**config.mk**
```make
export PLATFORM = sky130hd
export DESIGN_NAME = conveyor_color_sorter_controller_top_flat
export DESIGN_NICKNAME = d
export VERILOG_FILES = /design/src/rtl/ccs_pkg.sv /design/src/rtl/ccs_in_if.sv /design/src/rtl/ccs_out_if.sv /design/src/rtl/conveyor_color_sorter_controller_top.sv /design/src/rtl/ccs_step.sv /design/src/flat_wrapper.sv
export VERILOG_INCLUDE_DIRS = /design/src /design/src/rtl
export SDC_FILE = /design/constraint.sdc
export NUM_CORES = 1
export LEC_CHECK = 0
export ABC_AREA = 1
export BUFFER_PORTS_ARGS = -buffer_cell sky130_fd_sc_hd__buf_2
export CORE_MARGIN = 2
export CORE_UTILIZATION = 40
export DETAILED_ROUTE_END_ITERATION = 12
export SLEW_MARGIN = 10
export SYNTH_ARGS = -nofsm -noshare
export SYNTH_HDL_FRONTEND = slang
export SYNTH_SLANG_ARGS = --single-unit
```
**constraint.sdc**
```tcl
create_clock -name clk_i -period 7.75 [get_ports clk_i]
set_clock_uncertainty 0.1 [all_clocks]
set_input_delay 0.3875 -clock clk_i [delete_from_list [all_inputs] [get_ports clk_i]]
set_output_delay 0.3875 -clock clk_i [all_outputs]
set_load 0.05 [all_outputs]
```
**src/rtl/assert_macros.svh**
```systemverilog
// ---------------------------------------------------------------------------
// assert_macros
// Assertion macros shared by the RTL: same-cycle and next-cycle checks.
// ---------------------------------------------------------------------------
`ifndef ASSERT_MACROS_SVH
`define ASSERT_MACROS_SVH

// Same-cycle implication, sampled on clk_i, off while rst_ni is low
`define CCS_ASSERT(lbl, ante, cons, msg) \
  lbl: assert property (@(posedge clk_i) disable iff (!rst_ni) (ante) |-> (cons)) \
    else $error(msg);

// Next-cycle implication, sampled on clk_i, off while rst_ni is low
`define CCS_ASSERT_NEXT(lbl, ante, cons, msg) \
  lbl: assert property (@(posedge clk_i) disable iff (!rst_ni) (ante) |=> (cons)) \
    else $error(msg);

`endif

```
**src/rtl/ccs_pkg.sv**
```systemverilog
// ---------------------------------------------------------------------------
// ccs_pkg
// Types, widths and reset constants of the colour sorter controller.
// ---------------------------------------------------------------------------
package ccs_pkg;

  localparam int unsigned TicksW  = 26;
  localparam int unsigned MarginW = 16;
  localparam int unsigned AngleW  = 8;
  localparam int unsigned WidthW  = 17;
  localparam int unsigned CfgIdxW = 2;
  localparam int unsigned CfgW    = 26;

  localparam logic [TicksW-1:0]  TicksRst  = TicksW'(2000000);
  localparam logic [MarginW-1:0] MarginRst = MarginW'(15);
  localparam logic [AngleW-1:0]  AngleRst  = AngleW'(45);
  localparam logic [AngleW-1:0]  AngleMax  = AngleW'(180);

  typedef enum logic [CfgIdxW-1:0] {
    CFG_ANALYSIS_TICKS = 2'd0,
    CFG_MARGIN         = 2'd1,
    CFG_PUSH_ANGLE     = 2'd2
  } cfg_idx_e;

  typedef enum logic [1:0] {
    MODE_STOPPED   = 2'd0,
    MODE_ADVANCING = 2'd1,
    MODE_ANALYSING = 2'd2,
    MODE_WAITING   = 2'd3
  } mode_e;

  typedef enum logic [1:0] {
    CLASS_NONE  = 2'd0,
    CLASS_BLUE  = 2'd1,
    CLASS_GREEN = 2'd2,
    CLASS_RED   = 2'd3
  } class_e;

  typedef struct packed {
    logic              start_button;
    logic              stop_button;
    logic              beam_clear;
    logic [WidthW-1:0] red_width;
    logic [WidthW-1:0] green_width;
    logic [WidthW-1:0] blue_width;
  } item_t;

  typedef struct packed {
    logic [TicksW-1:0]  analysis_ticks;
    logic [MarginW-1:0] margin;
    logic [AngleW-1:0]  push_angle;
  } cfg_t;

  typedef struct packed {
    mode_e             mode;
    logic [TicksW-1:0] dwell;
    logic              motor;
    logic              lamp_red;
    logic              lamp_green;
    logic              lamp_blue;
    logic [AngleW-1:0] blue_angle;
    logic [AngleW-1:0] green_angle;
    class_e            cls;
  } state_t;

endpackage

```
**src/rtl/ccs_in_if.sv**
```systemverilog
// ---------------------------------------------------------------------------
// ccs_in_if
// Tick channel: buttons, beam sensor and colour pulse widths.
// ---------------------------------------------------------------------------
interface ccs_in_if;
  import ccs_pkg::*;

  logic              valid;
  logic              ready;
  logic              start_button;
  logic              stop_button;
  logic              beam_clear;
  logic [WidthW-1:0] red_width;
  logic [WidthW-1:0] green_width;
  logic [WidthW-1:0] blue_width;

  modport source (
    output valid, start_button, stop_button, beam_clear,
           red_width, green_width, blue_width,
    input  ready
  );

  modport sink (
    input  valid, start_button, stop_button, beam_clear,
           red_width, green_width, blue_width,
    output ready
  );
endinterface

```
**src/rtl/ccs_out_if.sv**
```systemverilog
// ---------------------------------------------------------------------------
// ccs_out_if
// Result channel: phase, motor, lamp, diverter angles and colour class.
// ---------------------------------------------------------------------------
interface ccs_out_if;
  import ccs_pkg::*;

  logic              valid;
  logic              ready;
  logic [1:0]        phase;
  logic              motor_run;
  logic              lamp_red;
  logic              lamp_green;
  logic              lamp_blue;
  logic [AngleW-1:0] blue_servo_angle;
  logic [AngleW-1:0] green_servo_angle;
  logic [1:0]        color_class;

  modport source (
    output valid, phase, motor_run, lamp_red, lamp_green, lamp_blue,
           blue_servo_angle, green_servo_angle, color_class,
    input  ready
  );

  modport sink (
    input  valid, phase, motor_run, lamp_red, lamp_green, lamp_blue,
           blue_servo_angle, green_servo_angle, color_class,
    output ready
  );
endinterface

```
**src/rtl/conveyor_color_sorter_controller_top.sv**
```systemverilog
// ---------------------------------------------------------------------------
// conveyor_color_sorter_controller_top
// Conveyor colour sorter: phase sequencer, colour decision and drive state.
// ---------------------------------------------------------------------------
// Usage
// - in_if (sink): one beat per time-base tick, carrying start/stop buttons,
//   the beam sensor level and the red, green and blue pulse widths.
// - out_if (source): one beat per tick, the controller state after that
//   tick: phase, motor, lamp channels, diverter angles and colour class.
// - cfg_*: write-only registers (analysis ticks, margin, push angle),
//   written on any clock edge with cfg_we_i high; change them only while
//   no tick is in flight.
// Timing
// - Tick beat is captured in an input register; the step logic then updates
//   the state register, which is also the result register.
// - Throughput is one tick per cycle while the result side keeps taking results.
// Reset (rst_ni low, asynchronous): phase stopped, motor and lamp off,
//   angles 0, class undetermined, registers back to their defaults.
// Stall: while the result is not taken the state holds; one more tick may
//   wait in the input register, after which in_if.ready drops.
// ---------------------------------------------------------------------------
module conveyor_color_sorter_controller_top import ccs_pkg::*; (
  input  logic               clk_i,
  input  logic               rst_ni,
  ccs_in_if.sink             in_if,
  ccs_out_if.source          out_if,
  input  logic               cfg_we_i,
  input  logic [CfgIdxW-1:0] cfg_idx_i,
  input  logic [CfgW-1:0]    cfg_wdata_i
);

  // configuration registers
  cfg_t   cfg_q;

  // input stage
  logic   in_valid_q;
  item_t  item_q;

  // state doubles as result register
  logic   out_valid_q;
  state_t state_q, state_d;

  logic   advance;

  assign advance     = in_valid_q && (!out_valid_q || out_if.ready);
  assign in_if.ready = !in_valid_q || advance;

  always_ff @(posedge clk_i or negedge rst_ni) begin
    if (!rst_ni) begin
      cfg_q.analysis_ticks <= TicksRst;
      cfg_q.margin         <= MarginRst;
      cfg_q.push_angle     <= AngleRst;
    end else if (cfg_we_i) begin
      case (cfg_idx_i)
        CFG_ANALYSIS_TICKS: cfg_q.analysis_ticks <= cfg_wdata_i[TicksW-1:0];
        CFG_MARGIN:         cfg_q.margin         <= cfg_wdata_i[MarginW-1:0];
        CFG_PUSH_ANGLE:     cfg_q.push_angle     <= cfg_wdata_i[AngleW-1:0];
        default: begin
        end
      endcase
    end
  end

  // input register: payload needs no reset
  always_ff @(posedge clk_i or negedge rst_ni) begin
    if (!rst_ni) begin
      in_valid_q <= 1'b0;
    end else if (in_if.ready) begin
      in_valid_q <= in_if.valid;
    end
  end

  always_ff @(posedge clk_i) begin
    if (in_if.valid && in_if.ready) begin
      item_q.start_button <= in_if.start_button;
      item_q.stop_button  <= in_if.stop_button;
      item_q.beam_clear   <= in_if.beam_clear;
      item_q.red_width    <= in_if.red_width;
      item_q.green_width  <= in_if.green_width;
      item_q.blue_width   <= in_if.blue_width;
    end
  end

  ccs_step u_step (
    .cur_i  (state_q),
    .item_i (item_q),
    .cfg_i  (cfg_q),
    .nxt_o  (state_d)
  );

  always_ff @(posedge clk_i or negedge rst_ni) begin
    if (!rst_ni) begin
      out_valid_q         <= 1'b0;
      state_q.mode        <= MODE_STOPPED;
      state_q.dwell       <= '0;
      state_q.motor       <= 1'b0;
      state_q.lamp_red    <= 1'b0;
      state_q.lamp_green  <= 1'b0;
      state_q.lamp_blue   <= 1'b0;
      state_q.blue_angle  <= '0;
      state_q.green_angle <= '0;
      state_q.cls         <= CLASS_NONE;
    end else begin
      if (advance) begin
        out_valid_q <= 1'b1;
        state_q     <= state_d;
      end else if (out_if.ready) begin
        out_valid_q <= 1'b0;
      end
    end
  end

  assign out_if.valid             = out_valid_q;
  assign out_if.phase             = state_q.mode;
  assign out_if.motor_run         = state_q.motor;
  assign out_if.lamp_red          = state_q.lamp_red;
  assign out_if.lamp_green        = state_q.lamp_green;
  assign out_if.lamp_blue         = state_q.lamp_blue;
  assign out_if.blue_servo_angle  = state_q.blue_angle;
  assign out_if.green_servo_angle = state_q.green_angle;
  assign out_if.color_class       = state_q.cls;

  // ---- assertions ----
`include "assert_macros.svh"

  // belt is halted for the whole analysis dwell
  `CCS_ASSERT(a_no_motor_analysing, state_q.mode == MODE_ANALYSING, !state_q.motor,
              "motor running while analysing")

  // stopped means everything off
  `CCS_ASSERT(a_stopped_quiet, state_q.mode == MODE_STOPPED,
              !state_q.motor && !state_q.lamp_red && !state_q.lamp_green &&
              !state_q.lamp_blue && state_q.blue_angle == '0 && state_q.green_angle == '0,
              "drive active while stopped")

  // dwell counter only live in the analysing phase
  `CCS_ASSERT(a_dwell_idle, state_q.mode != MODE_ANALYSING, state_q.dwell == '0,
              "dwell count outside analysis")

  // state moves only when a tick passes into the result register
  `CCS_ASSERT_NEXT(a_state_hold, !advance, $stable(state_q),
                   "state changed without a tick")

endmodule

```
**src/rtl/ccs_step.sv**
```systemverilog
// ---------------------------------------------------------------------------
// ccs_step
// Next-state logic for one tick: stop/start, phase sequence, classification.
// ---------------------------------------------------------------------------
module ccs_step import ccs_pkg::*; (
  input  state_t cur_i,
  input  item_t  item_i,
  input  cfg_t   cfg_i,
  output state_t nxt_o
);

  logic [WidthW:0]   r_ext, g_ext, b_ext;
  logic [WidthW:0]   r_sum, g_sum, b_sum;
  logic              pick_blue, pick_green, pick_red;
  logic [AngleW-1:0] angle_sat;
  logic [TicksW-1:0] limit;
  logic [TicksW-1:0] dwell_inc;

  // pulse + margin compared against the others; one extra bit avoids wrap
  assign r_ext = {1'b0, item_i.red_width};
  assign g_ext = {1'b0, item_i.green_width};
  assign b_ext = {1'b0, item_i.blue_width};
  assign r_sum = r_ext + (WidthW+1)'(cfg_i.margin);
  assign g_sum = g_ext + (WidthW+1)'(cfg_i.margin);
  assign b_sum = b_ext + (WidthW+1)'(cfg_i.margin);

  assign pick_blue  = (b_sum < r_ext) && (b_sum < g_ext);
  assign pick_green = (g_sum < r_ext) && (g_sum < b_ext);
  assign pick_red   = (r_sum < g_ext) && (r_sum < b_ext);

  assign angle_sat = (cfg_i.push_angle > AngleMax) ? AngleMax : cfg_i.push_angle;
  assign limit     = (cfg_i.analysis_ticks == '0) ? TicksW'(1) : cfg_i.analysis_ticks;

  always_comb begin
    nxt_o     = cur_i;
    dwell_inc = '0;

    if (item_i.stop_button && (cur_i.mode != MODE_STOPPED)) begin
      nxt_o.motor       = 1'b0;
      nxt_o.lamp_red    = 1'b0;
      nxt_o.lamp_green  = 1'b0;
      nxt_o.lamp_blue   = 1'b0;
      nxt_o.blue_angle  = '0;
      nxt_o.green_angle = '0;
      nxt_o.dwell       = '0;
      nxt_o.mode        = MODE_STOPPED;
    end
    if (item_i.start_button && (nxt_o.mode == MODE_STOPPED)) begin
      nxt_o.motor = 1'b1;
      nxt_o.mode  = MODE_ADVANCING;
    end

    case (nxt_o.mode)
      MODE_ADVANCING: begin
        if (!item_i.beam_clear) begin
          nxt_o.motor       = 1'b0;
          nxt_o.dwell       = '0;
          nxt_o.mode        = MODE_ANALYSING;
          nxt_o.lamp_red    = 1'b0;
          nxt_o.lamp_green  = 1'b0;
          nxt_o.lamp_blue   = 1'b0;
          nxt_o.blue_angle  = '0;
          nxt_o.green_angle = '0;
          nxt_o.cls         = CLASS_NONE;
          if (pick_blue) begin
            nxt_o.lamp_blue  = 1'b1;
            nxt_o.blue_angle = angle_sat;
            nxt_o.cls        = CLASS_BLUE;
          end else if (pick_green) begin
            nxt_o.lamp_green  = 1'b1;
            nxt_o.green_angle = angle_sat;
            nxt_o.cls         = CLASS_GREEN;
          end else if (pick_red) begin
            nxt_o.lamp_red = 1'b1;
            nxt_o.cls      = CLASS_RED;
          end
        end
      end
      MODE_ANALYSING: begin
        dwell_inc = (nxt_o.dwell < limit) ? nxt_o.dwell + TicksW'(1) : nxt_o.dwell;
        if (dwell_inc >= limit) begin
          nxt_o.dwell      = '0;
          nxt_o.lamp_red   = 1'b0;
          nxt_o.lamp_green = 1'b0;
          nxt_o.lamp_blue  = 1'b0;
          nxt_o.motor      = 1'b1;
          nxt_o.mode       = MODE_WAITING;
        end else begin
          nxt_o.dwell = dwell_inc;
        end
      end
      MODE_WAITING: begin
        if (item_i.beam_clear) begin
          nxt_o.mode = MODE_ADVANCING;
        end
      end
      default: begin
      end
    endcase
  end

endmodule

```
**src/flat_wrapper.sv**
```systemverilog
// flat-port wrapper written by rule: the top's interface ports become plain ports
module conveyor_color_sorter_controller_top_flat import ccs_pkg::*;
  (clk_i, rst_ni, cfg_we_i, cfg_idx_i, cfg_wdata_i, in_if_valid, in_if_start_button, in_if_stop_button, in_if_beam_clear, in_if_red_width, in_if_green_width, in_if_blue_width, in_if_ready, out_if_valid, out_if_phase, out_if_motor_run, out_if_lamp_red, out_if_lamp_green, out_if_lamp_blue, out_if_blue_servo_angle, out_if_green_servo_angle, out_if_color_class, out_if_ready);
  ccs_in_if in_if_i ();
  ccs_out_if out_if_i ();
  input  logic clk_i;
  input  logic rst_ni;
  input  logic cfg_we_i;
  input  logic [CfgIdxW-1:0] cfg_idx_i;
  input  logic [CfgW-1:0] cfg_wdata_i;
  input wire logic [$bits(in_if_i.valid)-1:0] in_if_valid;
  input wire logic [$bits(in_if_i.start_button)-1:0] in_if_start_button;
  input wire logic [$bits(in_if_i.stop_button)-1:0] in_if_stop_button;
  input wire logic [$bits(in_if_i.beam_clear)-1:0] in_if_beam_clear;
  input wire logic [$bits(in_if_i.red_width)-1:0] in_if_red_width;
  input wire logic [$bits(in_if_i.green_width)-1:0] in_if_green_width;
  input wire logic [$bits(in_if_i.blue_width)-1:0] in_if_blue_width;
  output wire logic [$bits(in_if_i.ready)-1:0] in_if_ready;
  output wire logic [$bits(out_if_i.valid)-1:0] out_if_valid;
  output wire logic [$bits(out_if_i.phase)-1:0] out_if_phase;
  output wire logic [$bits(out_if_i.motor_run)-1:0] out_if_motor_run;
  output wire logic [$bits(out_if_i.lamp_red)-1:0] out_if_lamp_red;
  output wire logic [$bits(out_if_i.lamp_green)-1:0] out_if_lamp_green;
  output wire logic [$bits(out_if_i.lamp_blue)-1:0] out_if_lamp_blue;
  output wire logic [$bits(out_if_i.blue_servo_angle)-1:0] out_if_blue_servo_angle;
  output wire logic [$bits(out_if_i.green_servo_angle)-1:0] out_if_green_servo_angle;
  output wire logic [$bits(out_if_i.color_class)-1:0] out_if_color_class;
  input wire logic [$bits(out_if_i.ready)-1:0] out_if_ready;
  assign in_if_i.valid = in_if_valid;
  assign in_if_i.start_button = in_if_start_button;
  assign in_if_i.stop_button = in_if_stop_button;
  assign in_if_i.beam_clear = in_if_beam_clear;
  assign in_if_i.red_width = in_if_red_width;
  assign in_if_i.green_width = in_if_green_width;
  assign in_if_i.blue_width = in_if_blue_width;
  assign in_if_ready = in_if_i.ready;
  assign out_if_valid = out_if_i.valid;
  assign out_if_phase = out_if_i.phase;
  assign out_if_motor_run = out_if_i.motor_run;
  assign out_if_lamp_red = out_if_i.lamp_red;
  assign out_if_lamp_green = out_if_i.lamp_green;
  assign out_if_lamp_blue = out_if_i.lamp_blue;
  assign out_if_blue_servo_angle = out_if_i.blue_servo_angle;
  assign out_if_green_servo_angle = out_if_i.green_servo_angle;
  assign out_if_color_class = out_if_i.color_class;
  assign out_if_i.ready = out_if_ready;
  conveyor_color_sorter_controller_top u_core (.clk_i(clk_i), .rst_ni(rst_ni), .in_if(in_if_i), .out_if(out_if_i), .cfg_we_i(cfg_we_i), .cfg_idx_i(cfg_idx_i), .cfg_wdata_i(cfg_wdata_i));
endmodule
```
After elaboration in Yosys (flattened, before gate mapping)
Cells that the tools add are included.
- output and inout bits: 26
- memory bits (writable): 0
- logic and storage cells: 85
- memories: 0
- register bits: 156
- bits in latches: 0
- bits of input ports: 87
- ROM bits: 0
- div/mod/pow operators: 0
- reductions and logical operators: 20
- $add $sub $neg: 4
- shift-type cells: 0
- eq/ne operators: 5
- $lt $le $gt $ge: 9
- bitwise gates (word level): 1
- multiplexer cells: 26
- multiply operators: 0
- operators with widths (kind ; number):
    less-than comparator 18 x 17 -> 1 bit ; 6
    2-to-1 mux 26 bit ; 3
    case mux 30 bit (2 select lines) ; 1
    adder 17 x 16 -> 18 bit ; 3
    2-to-1 mux 50 bit ; 1
    2-to-1 mux 48 bit ; 1
    adder 26 x 1 -> 26 bit, second input constant ; 1
    >= comparator 26 bit ; 1
    logical NOT 26 bit ; 1
    less-than comparator 26 bit ; 1
    2-to-1 mux 8 bit ; 3
    2-to-1 mux 18 bit ; 1
    2-to-1 mux 2 bit ; 7
    2-to-1 mux 9 bit ; 1
    > comparator 8 bit, second input constant ; 1
    logical AND 1 bit ; 7
    == test 2 bit, second input constant ; 3
    2-to-1 mux 1 bit ; 6
    case mux 2 bit (3 select lines) ; 1
    AND reduction 2 bit ; 3
    == test 2 x 1 -> 1 bit, second input constant ; 2
    logical NOT 2 bit ; 2
    2-to-1 mux 4 bit ; 1
    nonzero test 2 bit ; 2
    other kinds (4) ; 6

Longest topological paths before layout
- depth after elaboration: 8
- gate-level depth with buffers: 33
- mapped depth without buffers: 31

Cells and area by module
A second synthesis with hierarchy kept.
- cells, all modules: 1897
- area, all modules: 14142.3 µm²
- by module, submodules not included (module ; area an instance (µm²) ; cells each ; times used ; seq. area each (µm²)):
    ccs_step ; 8236.6 ; 1376 ; 1 ; 0.0
    conveyor_color_sorter_controller_top ; 5905.7 ; 521 ; 1 ; 4192.8

Worst setup path after synthesis
Ideal clock, no wire load.
- kind: flip-flop to flip-flop
- start: register u_core.state_q, in the netlist u_core.out_if.phase[0]
- end: register u_core.state_q[29] (netlist name)
- stages on the path, launching flop included: 31
- arrival time: 4.252 ns
- library setup time: 0.066 ns
- setup slack: 3.333 ns
- buffers on the path: 4
- period minus slack after synthesis: 4.417 ns
- required time: 7.584 ns
- path through: dfrtp_1 o21ai_2 buf_6 buf_8 nand2_1 inv_1 ha_1 a21oi_1 o21ai_0 nand2_1 o211ai_1 a21oi_1 clkbuf_1 nand3_1 nand2_1 inv_1 ha_1 nand2_1 inv_1 o21ai_0 nand2_1 nand2_1 nand2_1 a21oi_1 nand4_1 clkinv_1 clkbuf_1 nand3_1 nand2_1 nand2_1 nand2_1
- word-level cells in the longest chain between the ends: 8
- elaborated cells between the ends (all ways): 15
- those cells by class: add/sub (1); order compare (2); eq/ne (2); mux (6); reduce/logical (4)
- ends and longest elaborated chain (what ; line ; source):
    from (decl) ; conveyor_color_sorter_controller_top.sv:41 ; state_t state_q, state_d;
    from (signal assigned) ; conveyor_color_sorter_controller_top.sv:106 ; state_q <= state_d;
    nonzero test 2 bit ; ccs_step.sv:38 ; if (item_i.stop_button && (cur_i.mode != MODE_STOPPED)) begin
    logical AND 1 bit ; ccs_step.sv:38 ;
    2-to-1 mux 48 bit (*) ; ccs_step.sv:38 ;
    adder 26 x 1 -> 26 bit, or another cell as far along ; ccs_step.sv:80 ; dwell_inc = (nxt_o.dwell < limit) ? nxt_o.dwell + TicksW'(1) : nxt_o.dwell;
    2-to-1 mux 26 bit or logical AND 1 bit (tied branches) ; ccs_step.sv:80, ccs_step.sv:48 ;
    >= comparator 26 bit or 2-to-1 mux 2 bit (tied branches) ; ccs_step.sv:81, ccs_step.sv:48 ;
    2-to-1 mux 26 bit, or another cell as far along ; ccs_step.sv:81 ; if (dwell_inc >= limit) begin
    case mux 30 bit (2 select lines) (*) ; ccs_step.sv:53 ; case (nxt_o.mode)
Every way passes the cells marked *; elsewhere a longest branch is shown, timed or not.
A chain may end at the register's enable or synchronous reset.

Worst setup path in the final report
- start: register u_core.state_q, in the netlist u_core.out_if.phase[0]
- end: register u_core.state_q[37] (netlist name)
The elaborated chain is that of the path after synthesis.

==> flow_summary.toml <==
[routing]
post_detailed_route_count_of_antenna_violating_nets = 0
drt_wl_total_mm = 39.5
vias = 12500
routedWlPerCell_um = 15.9
dr.first_iter.drc_count = 817
drt_pass1_iterations = 8
drt-vias-per-instance = 5.05
detail_route.drc_violations = 0

[floorplan]
core_mm2 = 0.0337
die_height_um = 190
die_area_mm2 = 0.0359
standard_cell_row_count = 67
floorplan.initialDensity_pct = 40.9
design.portCount = 113
chipWidth_um = 190

[finish]
area.growth.synth_to_final_pct = 14.3
fin_area_mm2 = 0.0157
design.final.nets = 2311
insertedDiodeCount = 0
post_route_cells_drive_above_1_share_pct = 10.0

[placed_design]
port_buffers = 112
place_hpwl_mm = 30.9
placed_area_mm2 = 0.0147
finalWeightedCongestion = 0.899

[grt]
grt_first_pass_wirelength_mm = 63.7
first_global_vias = 12000
grt_util_all_layers_pct = 22.6
antenna_found_initial = 0
globalRouteOverflowTotal = 0
grt_max_degree = 62

[cts]
cts_resized = 0
cts_made_buffers = 17
clockBufferDepth = 2
cts_setup_buffers = 0
cts-htree-levels = 4
cts_root_buffer = "clkbuf_16"
postCtsHoldBufs = 46
cts_sinks = 156
clkSlewWorstSetupHoldPaths_ps = 80
clock_tree_from_tritoncts = "built"
worstSkewPairLatency_ps = 470

[sta]
final.setup.tns_ps = 0
grt_setup_unrepaired = "no"
transition_at_the_pin_with_the_smallest_max_transition_slack_ps = 1040
hold_viol = 0
final_worst_path_cycle_share_pct = 73.8
timing.final.crit_period_ps = 5720
holdWs_ps = 16.6
number_of_setup_violations_in_the_final_report = 0
fmax_mhz = 175
report.final.slew_viol_count = 0
slew-limit-headroom_pct = 30.2

[critical_path]
endpoint_kind = "flip-flop"
crit_slowest_cell = "o21ai_4"
most_frequent_cell_on_critical_path = "nand2_1"
critical_path_class = "reg -> reg"
timing.critical_path.from_type = "flip-flop"
critical_path.max_fanout = 17
critPathRequiredTime_ps = 8000
cp_slowest_stage_delay_ps = 580
worst-endpoint-arrival_ps = 5960
worstPathCellList = "o21ai_4 > inv_2 > nor2_4 > ha_1 > inv_1 > nor3_4 > inv_1 > nor2_1 > nand4_1 > xor2_1 > nand3_1 > nand2_1 > inv_1 > ha_1 > nand2_1 > nor4_1 > nand3_1 > nand4_1 > clkinv_1 > nand3_1 > nand2_1 > nand2_1 > nand2_1"

[outcome]
run_status = "completed"

[power]
vdd_ir_drop_max_v = 0.000281
p_per_area_mw_per_mm2 = 324
report.power.total_mw = 5.10
p_leak_nw = 8.31

[logic_synthesis]
yosys_warnings = 0
postSynth.asyncResetShare_pct = 65.4
postSynthNetCount = 2185
synthCells = 1895
synth_enable_flop_cells = 54
yosys_register_bits = 156
mappedNetlistArea_mm2 = 0.0138
synth.avg_cell_area_um2 = 7.27
seq_area_frac_synth_pct = 30.5
synth_ff_type = "dfrtp_1"
synth.distinct_cells = 48

[hold_path]
worstHoldPathType = "in -> reg"

[run]
drv.max_cap_violation_count = 0
flip-flops by register name (all words and copies together) (netlist names):
name and count:
u_core.out_if.green_servo_angle 8, u_core.out_if.blue_servo_angle 8, u_core.out_if.valid 1, u_core.cfg_q 50, u_core.in_valid_q 1, u_core.state_q 26, u_core.out_if.lamp_green 1, u_core.out_if.phase 2
u_core.out_if.motor_run 1, u_core.out_if.lamp_red 1, u_core.item_q 54, u_core.out_if.color_class 2, u_core.out_if.lamp_blue 1
layout make-up:
| type | instances | area [um^2] |
|---|---|---|
| multi-input combinational | 1401 | 8230 |
| clock buffer | 17 | 425 |
| clock inverter | 15 | 193 |
| fill | 3410 | 18000 |
| timing repair buffer | 167 | 1090 |
| sequential | 156 | 4190 |
| tap | 448 | 561 |
| inverter | 278 | 1040 |
report_power, final:
group	internal (mW)	switching, mW	leakage, nW
combinational	0.985	2.00	6.27
clock	0.444	0.443	0.296
sequential	1.06	0.171	1.74
total	2.49	2.61	8.31
metal layers:
layer,global-route usage (%),part of all wire (%)
met1,32.6,50
met2,35.7,44
met3,2.97,4.2
met4,5.69,1.6
met5,0,0
critical path: cells and delay by family, from the launching register on:
kind,cells,cell delay [ps]
xor+xnor,1,180
compound gates,1,580
fa+ha+maj,2,610
buf+inv,5,1140
simple gates,14,2560
flops,1,430
metrics by stage:
step / worst slack (ps) / utilization (%) / instances
after floorplan: 3330 / - / 1895
after global placement: 2240 / 43.5 / 2404
after detailed placement: 2150 / 43.5 / 2404
after CTS: 2120 / 46.7 / 2482
after global routing: 1530 / 46.7 / 2482
final: 2030 / 46.7 / 2482
synth_stat cells (10+ instances only):
| library cell | number | area (um^2) |
|---|---|---|
| edfxtp_1 | 54 | 1620 |
| dfstp_2 | 15 | 394 |
| nand3_1 | 106 | 531 |
| ha_1 | 200 | 2500 |
| nand2_1 | 493 | 1850 |
| a31oi_1 | 22 | 138 |
| clkbuf_1 | 33 | 124 |
| xnor2_1 | 13 | 114 |
| inv_1 | 268 | 1010 |
| nand4_1 | 11 | 68.8 |
| nor2_1 | 149 | 559 |
| buf_4 | 20 | 150 |
| dfrtp_1 | 87 | 2180 |
| xor2_1 | 47 | 412 |
| o21ai_0 | 105 | 526 |
| nor3_1 | 19 | 95.1 |
| a21oi_1 | 166 | 831 |
| nand2_2 | 10 | 62.6 |
placed cells by master, fill, tap and decap left out, types with 10 or more instances in the layout:
master / synthesis / routed
a21oi_1: 166 / 165
a31oi_1: 22 / 22
buf_2: 4 / 111
buf_4: 20 / 10
clkbuf_16: 0 / 17
dfrtp_1: 87 / 87
dfstp_2: 15 / 15
dlygate4sd3_1: 0 / 46
edfxtp_1: 54 / 54
ha_1: 200 / 200
inv_1: 268 / 267
nand2_1: 493 / 492
nand2_2: 10 / 11
nand3_1: 106 / 105
nand4_1: 11 / 11
nor2_1: 149 / 149
nor3_1: 19 / 19
o21ai_0: 105 / 105
xnor2_1: 13 / 13
xor2_1: 47 / 47
cell families (layout without fill, tap and decap cells):
logic type,Yosys count,count (layout),synth area share (%)
flip-flops,156,156,30.5
AO/OA/AOI/OAI,328,328,12.8
adder cells (fa/ha/maj),203,203,18.6
XOR/XNOR,60,60,3.82
buffers and inverters,338,477,9.93
AND/OR/NAND/NOR,810,810,24.4
final timing paths:
| path | depth (start not counted) | slack [ps] | end | start |
|---|---|---|---|---|
| max | 23 | 2030 | u_core.state_q[37]$_DFFE_PN0P_ | u_core.out_if.phase[0]$_DFFE_PN0P_ |
| max reg2reg | 23 | 2030 | u_core.state_q[37]$_DFFE_PN0P_ | u_core.out_if.phase[0]$_DFFE_PN0P_ |
| min | 1 | 20 | u_core.item_q[53]$_DFFE_PP_ | in_if_start_button |
| max in group asynchronous | 3 | 5920 | u_core.out_if.green_servo_angle[1]$_DFFE_PN0P_ | rst_ni |
| min reg2reg | 2 | 390 | u_core.state_q[36]$_DFFE_PN0P_ | u_core.state_q[36]$_DFFE_PN0P_ |
| min in group asynchronous | 2 | 380 | u_core.state_q[45]$_DFFE_PN0P_ | rst_ni |
No activity file was read; power rests on OpenSTA's default activity.
